File: config.mk
export PLATFORM = sky130hd
export DESIGN_NAME = irq_latency_statistics_core
export DESIGN_NICKNAME = d
export VERILOG_FILES = /design/src/rtl/ils_pkg.sv /design/src/rtl/irq_latency_statistics_core.sv
export SDC_FILE = /design/constraint.sdc
export NUM_CORES = 2
export LEC_CHECK = 0
export ABC_AREA = 1
export BUFFER_PORTS_ARGS = -buffer_cell sky130_fd_sc_hd__buf_2
export CELL_PAD_IN_SITES_DETAIL_PLACEMENT = 1
export CELL_PAD_IN_SITES_GLOBAL_PLACEMENT = 2
export CORE_MARGIN = 4
export CORE_UTILIZATION = 38
export CTS_CLUSTER_DIAMETER = 50
export CTS_CLUSTER_SIZE = 16
export DETAILED_ROUTE_END_ITERATION = 16
export PLACE_DENSITY = 0.67
export SYNTH_ARGS = -nofsm -noshare
export SYNTH_HDL_FRONTEND = slang
export SYNTH_SLANG_ARGS = --single-unit
File: constraint.sdc
create_clock -name clk -period 19.7 [get_ports clk]
set_clock_uncertainty 0.15 [all_clocks]
set_input_delay 1.97 -clock clk [delete_from_list [all_inputs] [get_ports clk]]
set_output_delay 1.97 -clock clk [all_outputs]
set_load 0.005 [all_outputs]
File: src/rtl/ils_pkg.sv
`default_nettype none

package ils_pkg;

	localparam int CNT_W     = 32;
	localparam int SUM_W     = 48;
	localparam int LAT_W     = 32;
	localparam int AVG_W     = 40;
	localparam int FRAC_W    = 8;
	localparam int DIVD_W    = SUM_W + FRAC_W;
	localparam int STEP_W    = 6;
	localparam int DIV_STEPS = DIVD_W;

	localparam logic [1:0] FUNC_RECORD = 2'd0;
	localparam logic [1:0] FUNC_READ   = 2'd1;
	localparam logic [1:0] FUNC_TOTALS = 2'd2;

	typedef struct packed {
		logic [CNT_W-1:0] count;
		logic [SUM_W-1:0] sum;
		logic [LAT_W-1:0] worst;
	} line_stats_t;

endpackage

`default_nettype wire

File: src/rtl/irq_latency_statistics_core.sv
`default_nettype none

// Interrupt latency statistics. Each transaction (start high while busy is
// low) carries func, line and latency: a record updates the line's count,
// sum and worst latency together with the totals over all lines, a read
// returns one line, a totals request returns the totals. Every transaction
// gives exactly one result, shown for one cycle with strobe high; the
// receiver cannot stall, so it must take the result in that cycle. strobe
// rises after the statistics memory read, the update and the bit-serial
// restoring divider that forms the average (sum * 256 / count, one quotient
// bit per cycle). busy is low again in the strobe cycle, so the next
// transaction may be accepted at the edge that ends it. There is no clearing
// pass: per-line valid flags make untouched entries read as zero.
module irq_latency_statistics_core #(
	parameter int LINES = 16
) (
	input  wire logic        clk,
	input  wire logic        arst_n,
	input  wire logic        start,
	output logic             busy,
	input  wire logic [1:0]  func,
	input  wire logic [3:0]  line,
	input  wire logic [31:0] latency,
	output logic             strobe,
	output logic             seen,
	output logic [31:0]      event_count,
	output logic [47:0]      latency_sum,
	output logic [39:0]      mean_latency,
	output logic [31:0]      peak_latency
);

	localparam int IDX_W = (LINES > 1) ? $clog2(LINES) : 1;
	localparam logic [6:0] LINES_LIM = 7'(LINES);

	// sequencer codes
	localparam logic [1:0] ST_IDLE = 2'd0;
	localparam logic [1:0] ST_RD   = 2'd1;
	localparam logic [1:0] ST_UPD  = 2'd2;
	localparam logic [1:0] ST_DIV  = 2'd3;

	logic [1:0] state_q;

	// latched transaction
	logic [1:0]                  func_q;
	logic [IDX_W-1:0]            idx_q;
	logic                        ok_q;
	logic [ils_pkg::LAT_W-1:0]   lat_q;

	// statistics store: one word per line, valid flags in flops
	ils_pkg::line_stats_t        mem_q [LINES];
	ils_pkg::line_stats_t        rd_q;
	logic [LINES-1:0]            valid_q;

	// totals over all lines
	logic [ils_pkg::CNT_W-1:0]   tot_count_q;
	logic [ils_pkg::SUM_W-1:0]   tot_sum_q;
	logic [ils_pkg::LAT_W-1:0]   tot_worst_q;

	// result registers
	logic                        strobe_q;
	logic                        seen_q;
	logic [ils_pkg::CNT_W-1:0]   count_q;
	logic [ils_pkg::SUM_W-1:0]   sum_q;
	logic [ils_pkg::AVG_W-1:0]   avg_q;
	logic [ils_pkg::LAT_W-1:0]   worst_q;

	// divider
	logic [ils_pkg::CNT_W-1:0]   div_q;
	logic [ils_pkg::CNT_W-1:0]   rem_q;
	logic [ils_pkg::DIVD_W-1:0]  dq_q;
	logic [ils_pkg::STEP_W-1:0]  step_q;

	logic [6:0]                  line_ext;
	logic                        accept;
	logic                        rec;
	logic                        entry_valid;
	ils_pkg::line_stats_t        entry;
	ils_pkg::line_stats_t        entry_new;
	logic [ils_pkg::SUM_W:0]     line_sum_wide;
	logic [ils_pkg::SUM_W:0]     tot_sum_wide;
	logic [ils_pkg::CNT_W-1:0]   tot_count_new;
	logic [ils_pkg::SUM_W-1:0]   tot_sum_new;
	logic [ils_pkg::LAT_W-1:0]   tot_worst_new;

	logic                        res_seen;
	logic [ils_pkg::CNT_W-1:0]   res_count;
	logic [ils_pkg::SUM_W-1:0]   res_sum;
	logic [ils_pkg::LAT_W-1:0]   res_worst;

	logic [ils_pkg::CNT_W:0]     trial;
	logic [ils_pkg::CNT_W:0]     diff;
	logic                        ge;
	logic [ils_pkg::DIVD_W-1:0]  dq_next;
	logic [ils_pkg::AVG_W-1:0]   avg_final;

	assign line_ext = {3'b000, line};
	assign accept   = start && (state_q == ST_IDLE);
	assign busy     = (state_q != ST_IDLE);

	assign strobe       = strobe_q;
	assign seen         = seen_q;
	assign event_count  = count_q;
	assign latency_sum  = sum_q;
	assign mean_latency = avg_q;
	assign peak_latency = worst_q;

	// line update, never-written entries read as zero
	always_comb begin
		entry_valid = ok_q && valid_q[idx_q];
		entry       = entry_valid ? rd_q : '0;
		rec         = ok_q && (func_q == ils_pkg::FUNC_RECORD);

		entry_new.count = (&entry.count) ? entry.count : entry.count + 1'b1;
		line_sum_wide   = {1'b0, entry.sum} + {17'd0, lat_q};
		entry_new.sum   = line_sum_wide[ils_pkg::SUM_W] ? '1
			: line_sum_wide[ils_pkg::SUM_W-1:0];
		// an empty entry has worst zero, so strict compare still takes the first one
		entry_new.worst = (lat_q > entry.worst) ? lat_q : entry.worst;

		tot_count_new = (&tot_count_q) ? tot_count_q : tot_count_q + 1'b1;
		tot_sum_wide  = {1'b0, tot_sum_q} + {17'd0, lat_q};
		tot_sum_new   = tot_sum_wide[ils_pkg::SUM_W] ? '1
			: tot_sum_wide[ils_pkg::SUM_W-1:0];
		tot_worst_new = (lat_q > tot_worst_q) ? lat_q : tot_worst_q;

		res_seen  = 1'b0;
		res_count = '0;
		res_sum   = '0;
		res_worst = '0;
		case (func_q)
			ils_pkg::FUNC_TOTALS: begin
				res_seen  = (tot_count_q != '0);
				res_count = tot_count_q;
				res_sum   = tot_sum_q;
				res_worst = tot_worst_q;
			end
			ils_pkg::FUNC_RECORD: begin
				if (ok_q) begin
					res_seen  = 1'b1;
					res_count = entry_new.count;
					res_sum   = entry_new.sum;
					res_worst = entry_new.worst;
				end
			end
			ils_pkg::FUNC_READ: begin
				if (ok_q) begin
					res_seen  = entry_valid;
					res_count = entry.count;
					res_sum   = entry.sum;
					res_worst = entry.worst;
				end
			end
			default: begin
				res_seen = 1'b0;
			end
		endcase
	end

	// one restoring division step
	always_comb begin
		trial   = {rem_q, dq_q[ils_pkg::DIVD_W-1]};
		diff    = trial - {1'b0, div_q};
		ge      = (trial >= {1'b0, div_q});
		dq_next = {dq_q[ils_pkg::DIVD_W-2:0], ge};
		if (div_q == '0) begin
			avg_final = '0;
		end else if (|dq_next[ils_pkg::DIVD_W-1:ils_pkg::AVG_W]) begin
			avg_final = '1;
		end else begin
			avg_final = dq_next[ils_pkg::AVG_W-1:0];
		end
	end

	// statistics memory, no reset
	always_ff @(posedge clk) begin
		rd_q <= mem_q[idx_q];
		if (state_q == ST_UPD && rec) begin
			mem_q[idx_q] <= entry_new;
		end
	end

	// transaction latch and datapath payload
	always_ff @(posedge clk) begin
		if (accept) begin
			func_q <= func;
			idx_q  <= line_ext[IDX_W-1:0];
			ok_q   <= (line_ext < LINES_LIM);
			lat_q  <= latency;
		end
		if (state_q == ST_UPD) begin
			seen_q  <= res_seen;
			count_q <= res_count;
			sum_q   <= res_sum;
			worst_q <= res_worst;
			div_q   <= res_count;
			rem_q   <= '0;
			dq_q    <= {res_sum, {ils_pkg::FRAC_W{1'b0}}};
		end
		if (state_q == ST_DIV) begin
			rem_q <= ge ? diff[ils_pkg::CNT_W-1:0] : trial[ils_pkg::CNT_W-1:0];
			dq_q  <= dq_next;
			if (step_q == ils_pkg::STEP_W'(1)) begin
				avg_q <= avg_final;
			end
		end
	end

	// sequencer, valid flags and totals
	always_ff @(posedge clk or negedge arst_n) begin
		if (!arst_n) begin
			state_q     <= ST_IDLE;
			strobe_q    <= 1'b0;
			step_q      <= '0;
			valid_q     <= '0;
			tot_count_q <= '0;
			tot_sum_q   <= '0;
			tot_worst_q <= '0;
		end else begin
			strobe_q <= 1'b0;
			case (state_q)
				ST_IDLE: begin
					if (accept) begin
						state_q <= ST_RD;
					end
				end
				ST_RD: begin
					state_q <= ST_UPD;
				end
				ST_UPD: begin
					if (rec) begin
						valid_q[idx_q] <= 1'b1;
						tot_count_q    <= tot_count_new;
						tot_sum_q      <= tot_sum_new;
						tot_worst_q    <= tot_worst_new;
					end
					step_q  <= ils_pkg::STEP_W'(ils_pkg::DIV_STEPS);
					state_q <= ST_DIV;
				end
				ST_DIV: begin
					step_q <= step_q - 1'b1;
					if (step_q == ils_pkg::STEP_W'(1)) begin
						strobe_q <= 1'b1;
						state_q  <= ST_IDLE;
					end
				end
				default: begin
					state_q <= ST_IDLE;
				end
			endcase
		end
	end

endmodule

`default_nettype wire
==> metrics.txt <==
# TYPE chip_impl_metric gauge
chip_impl_metric{name="first_pass_iters",unit=""} 5
chip_impl_info{name="worst_r2r_endpoint",value="peak_latency[10]"} 1
chip_impl_info{name="dr.max_layer_used",value="met4"} 1
chip_impl_info{name="worstSetupStartpoint",value="idx_q[0]"} 1
chip_impl_metric{name="drt-met1-wl",unit="um"} 152000
chip_impl_metric{name="global_route_wire_length_before_repair",unit="um"} 468900
chip_impl_info{name="outcome",value="completed"} 1
chip_impl_metric{name="worstPathMaxFanout",unit=""} 64
chip_impl_metric{name="grt_start_max_net_pins",unit=""} 161
chip_impl_info{name="cp-end-kind",value="flip-flop"} 1
chip_impl_metric{name="crit_buf_inv",unit=""} 4
chip_impl_metric{name="post_synthesis_share_of_cell_area_spent_on_full_adders_half_adders_and_majority_gates",unit=""} 0.02068
chip_impl_metric{name="drt-wirelength-per-cell",unit="um"} 30.12
chip_impl_info{name="cpMostUsedCell",value="sky130_fd_sc_hd__nand2_1"} 1
chip_impl_metric{name="first_global_vias",unit=""} 63591
chip_impl_metric{name="die_footprint",unit="um2"} 257700
chip_impl_metric{name="cts_buffers",unit=""} 216
chip_impl_info{name="hold_path_class",value="flip-flop to flip-flop"} 1
chip_impl_info{name="yosysTopAreaCell",value="sky130_fd_sc_hd__edfxtp_1"} 1
chip_impl_metric{name="ir_worst_vdd",unit="uV"} 92.19
chip_impl_metric{name="critPathMaxStageDelay",unit="ns"} 0.98
chip_impl_metric{name="overflow",unit=""} 0
chip_impl_info{name="path_class",value="flip-flop to flip-flop"} 1
chip_impl_metric{name="detailroute.wirelength.met2",unit="um"} 147200
chip_impl_metric{name="io_pins",unit=""} 196
chip_impl_metric{name="syn_to_final_growth",unit="%"} 13.10
chip_impl_metric{name="finalSetupTns",unit="ns"} 0
chip_impl_metric{name="max-slew-margin-rel",unit=""} 0.1050
chip_impl_info{name="synth_area_leaders",value="sky130_fd_sc_hd__edfxtp_1, sky130_fd_sc_hd__a22oi_1, sky130_fd_sc_hd__nand2_1"} 1
chip_impl_metric{name="critPathRequiredTime",unit="ns"} 20.24
chip_impl_metric{name="report.final.hold_viol_count",unit=""} 0
chip_impl_metric{name="cts_setup_buffers",unit=""} 0
chip_impl_info{name="r2r-start",value="idx_q[0]"} 1
chip_impl_metric{name="met3_length",unit="um"} 22890
chip_impl_info{name="synth_top_family_by_area",value="compound AO/OA/AOI/OAI gates"} 1
chip_impl_metric{name="crit_cells",unit=""} 22
chip_impl_metric{name="drive_gt1_frac",unit=""} 0.1133
chip_impl_metric{name="post_synth_xor_area_fraction",unit=""} 0.01216
chip_impl_metric{name="nFillCells",unit=""} 25252
chip_impl_metric{name="r2r_cells",unit=""} 22
chip_impl_metric{name="remaining_drc_errors",unit=""} 0
chip_impl_metric{name="p_comb_frac",unit=""} 0.001
chip_impl_metric{name="worst-r2r-setup-slack",unit="ns"} 12.79
chip_impl_metric{name="clk_path_buf_depth",unit=""} 3
chip_impl_info{name="synth-main-ff-cell",value="sky130_fd_sc_hd__edfxtp_1"} 1
chip_impl_metric{name="number_of_warnings_issued_by_yosys",unit=""} 0
chip_impl_metric{name="cts.clk_slew.worst_paths",unit="ns"} 0.07
chip_impl_metric{name="fmax",unit="MHz"} 144.8
chip_impl_metric{name="async_reset_ff_frac",unit=""} 0.05905
chip_impl_metric{name="die_x",unit="um"} 507.6
chip_impl_metric{name="power.share.sequential",unit=""} 0.548
chip_impl_metric{name="final_setup_fails",unit=""} 0
chip_impl_metric{name="muxShareOfSynthArea",unit=""} 0
chip_impl_metric{name="max_cap_viol_count",unit=""} 0
chip_impl_metric{name="synth.top_cell.area_share",unit=""} 0.6556
chip_impl_metric{name="synth-edff-count",unit=""} 2071
chip_impl_metric{name="start_util",unit=""} 0.3818
chip_impl_info{name="worstPathCellList",value="inv_2 -> nand2_1 -> nand2_1 -> nand2_1 -> nand2_1 -> nand2_1 -> nand2_2 -> inv_2 -> nand2_4 -> buf_4 -> nand2_1 -> ha_1 -> nand2_1 -> nor2_1 -> nand4_1 -> nor4_1 -> a32o_2 -> buf_4 -> nor2_1 -> a21oi_1 -> nand2_1 -> o221ai_1"} 1
chip_impl_info{name="cts_tree",value="done"} 1
chip_impl_metric{name="timing.final.crit_share",unit=""} 0.3507
chip_impl_metric{name="synth-compound-area-share",unit=""} 0.1291
chip_impl_metric{name="slew_violations",unit=""} 0
chip_impl_metric{name="grtUsageTotal",unit=""} 0.2494
chip_impl_metric{name="antenna_violating_nets_post_route",unit=""} 0
chip_impl_metric{name="number_of_antenna_violations_at_the_first_check_in_global_routing",unit=""} 17
chip_impl_metric{name="synthesis.area_per_instance",unit="um2"} 13.21
chip_impl_metric{name="tightestPinTransition",unit="ns"} 1.342
chip_impl_metric{name="synth_sequential_area_ratio",unit=""} 0.7154
chip_impl_metric{name="leak",unit="uW"} 0.03592
chip_impl_metric{name="worst_skew_pair.late_latency",unit="ns"} 0.89
chip_impl_metric{name="switchingPower",unit="uW"} 2013
chip_impl_metric{name="synthesis.instances",unit=""} 7180
chip_impl_metric{name="placement.io_buffers",unit=""} 195
chip_impl_metric{name="detailroute.via_count",unit=""} 63268
chip_impl_metric{name="cts-resized-gates",unit=""} 0
chip_impl_metric{name="synth-simple-area-share",unit=""} 0.08785
chip_impl_metric{name="share_clk_of_total_power",unit=""} 0.450
chip_impl_metric{name="fp-row-count",unit=""} 183
chip_impl_metric{name="hpwl",unit="um"} 198300
chip_impl_info{name="rsz0062_at_grt",value="no"} 1
chip_impl_metric{name="routed_wirelength",unit="um"} 328200
chip_impl_metric{name="report.power.total",unit="uW"} 9620
chip_impl_info{name="worst_path_dominant_cell_family",value="simple AND/OR/NAND/NOR gates"} 1
chip_impl_metric{name="post_drt_via_cell_ratio",unit=""} 5.808
chip_impl_metric{name="clock_sinks",unit=""} 2320
chip_impl_metric{name="finalWorstPathRequiredPeriod",unit="ns"} 6.908
chip_impl_info{name="cts_root_buf",value="sky130_fd_sc_hd__clkbuf_16"} 1
chip_impl_metric{name="syn_area",unit="um2"} 94850
chip_impl_metric{name="drt_iter0_markers",unit=""} 6708
chip_impl_metric{name="design.final.nets",unit=""} 7567
chip_impl_metric{name="synth_cell_type_count",unit=""} 67
chip_impl_metric{name="sw_frac_of_total",unit=""} 0.2092
chip_impl_metric{name="synth_seq_cells",unit=""} 2320
chip_impl_metric{name="syn-num-nets",unit=""} 7376
chip_impl_info{name="startpoint_type",value="flip-flop"} 1
chip_impl_metric{name="power.density_cell_area",unit="nW/um2"} 89.67
chip_impl_metric{name="cp.arrival",unit="ns"} 7.44
chip_impl_metric{name="multiInputGateArea",unit="um2"} 23940
chip_impl_info{name="cp-endpoint",value="peak_latency[10]"} 1
chip_impl_metric{name="internal_power",unit="uW"} 7607
chip_impl_metric{name="die_height",unit="um"} 507.6
chip_impl_metric{name="ff_latch_area",unit="um2"} 67860
chip_impl_info{name="worst_path_max_delay_cell",value="sky130_fd_sc_hd__a21oi_1"} 1
chip_impl_metric{name="core_area",unit="um2"} 248400
chip_impl_metric{name="finalWeightedCongestion",unit=""} 0.8506
chip_impl_metric{name="h-tree-depth",unit=""} 4
chip_impl_metric{name="cts_hold_buffers",unit=""} 0
==> metrics by stage <==
stage	util	hold slack, ns	instances	setup WS, ns	cell area (um2)
2_1_floorplan	-	0.2778	7180	9.820	94850
3_3_place_gp	0.4021	0.3029	10480	13.09	99880
3_5_place_dp	0.4021	0.3041	10480	12.91	99880
4_1_cts	0.4316	0.3184	10881	12.89	107200
5_1_grt	0.4318	0.3385	10885	12.42	107300
6_report	0.4318	0.3170	10894	12.79	107300
==> per-layer routing <==
layer	global-route usage	vias to the layer above
met3	0.03679	348
met4	0.04956	0
met1	0.3788	33267
met5	0	-
met2	0.3819	2296
li1	-	27357
==> synthesized netlist by cell type, types with 137 or more instances <==
library cell / count
sky130_fd_sc_hd__o21ai_0: 143
sky130_fd_sc_hd__dfrtp_1: 137
sky130_fd_sc_hd__ha_1: 152
sky130_fd_sc_hd__a21oi_1: 682
sky130_fd_sc_hd__nor2_1: 360
sky130_fd_sc_hd__clkbuf_1: 298
sky130_fd_sc_hd__nand3_1: 151
sky130_fd_sc_hd__nand2_1: 930
sky130_fd_sc_hd__edfxtp_1: 2071
sky130_fd_sc_hd__a22oi_1: 905
sky130_fd_sc_hd__inv_1: 481
==> worst min-delay path: stages, from the launching register on <==
cell,delay [ns]
sky130_fd_sc_hd__dfrtp_1,0.32
sky130_fd_sc_hd__inv_1,0.05
sky130_fd_sc_hd__o21ai_0,0.06
==> cell families (layout without fill, tap and decap cells) <==
logic type	after synthesis	count (layout)
AO/OA/AOI/OAI	1900	1900
XOR/XNOR	130	130
adder cells (fa/ha/maj)	155	155
buffers and inverters	850	1224
flip-flops	2320	2320
other	0	10
AND/OR/NAND/NOR	1825	1825
==> worst min-delay path by stage <==
stage	from	endpoint	slack, ns	cells after the start
floorplan	valid_q[8]	valid_q[8]	0.28	2
global placement	valid_q[2]	valid_q[2]	0.30	1
detailed placement	valid_q[12]	valid_q[12]	0.30	1
CTS	valid_q[8]	valid_q[8]	0.32	2
global route	valid_q[13]	valid_q[13]	0.34	1
finish	valid_q[8]	valid_q[8]	0.32	2
==> power by group through the flow <==
| stage | Combinational (uW) | Clock (uW) | Sequential (uW) |
|---|---|---|---|
| 6_report | 12.3 | 4330 | 5280 |
| 3_5_place_dp | 12.8 | 0 | 5380 |
| 4_1_cts | 12.8 | 4410 | 5280 |
| 3_3_place_gp | 12.7 | 0 | 5380 |
| 5_1_grt | 13.7 | 4630 | 5270 |
| 2_1_floorplan | 0.0121 | 0 | 5380 |
==> state kept, by name, indices dropped and copies added (netlist names) <==
register,count
rd_q,112
mem_q,1792
peak_latency,32
tot_worst_q,32
idx_q,4
dq_q,56
lat_q,32
step_q,6
state_q,2
strobe,1
tot_sum_q,48
mean_latency,40
func_q,2
div_q,32
tot_count_q,32
valid_q,16
rem_q,32
latency_sum,48
seen,1
==> cell type report <==
type,instances,area share
Clock inverter,135,0.01465
Antenna cell,10,0.0002333
Tap cell,3330,0.03884
Clock buffer,266,0.05368
Timing Repair Buffer,327,0.01938
Inverter,496,0.01754
Multi-Input combinational cell,4010,0.2232
Sequential cell,2320,0.6325
==> cell usage in the layout (no fill, tap or decap), types with 40 or more instances in the layout <==
| cell | count |
|---|---|
| sky130_fd_sc_hd__nor2_1 | 338 |
| sky130_fd_sc_hd__a22oi_1 | 905 |
| sky130_fd_sc_hd__buf_4 | 123 |
| sky130_fd_sc_hd__nand3_1 | 151 |
| sky130_fd_sc_hd__clkbuf_16 | 221 |
| sky130_fd_sc_hd__nor3_1 | 40 |
| sky130_fd_sc_hd__o21ai_0 | 143 |
| sky130_fd_sc_hd__buf_2 | 194 |
| sky130_fd_sc_hd__nand4_1 | 55 |
| sky130_fd_sc_hd__dfrtp_1 | 137 |
| sky130_fd_sc_hd__nor4_1 | 45 |
| sky130_fd_sc_hd__edfxtp_1 | 2071 |
| sky130_fd_sc_hd__dfxtp_1 | 112 |
| sky130_fd_sc_hd__nand2_1 | 925 |
| sky130_fd_sc_hd__or4_1 | 112 |
| sky130_fd_sc_hd__inv_1 | 479 |
| sky130_fd_sc_hd__xor2_1 | 72 |
| sky130_fd_sc_hd__xnor2_1 | 53 |
| sky130_fd_sc_hd__ha_1 | 150 |
| sky130_fd_sc_hd__o221ai_1 | 49 |
| sky130_fd_sc_hd__a21oi_1 | 679 |
(Power assumes the default switching activity.)
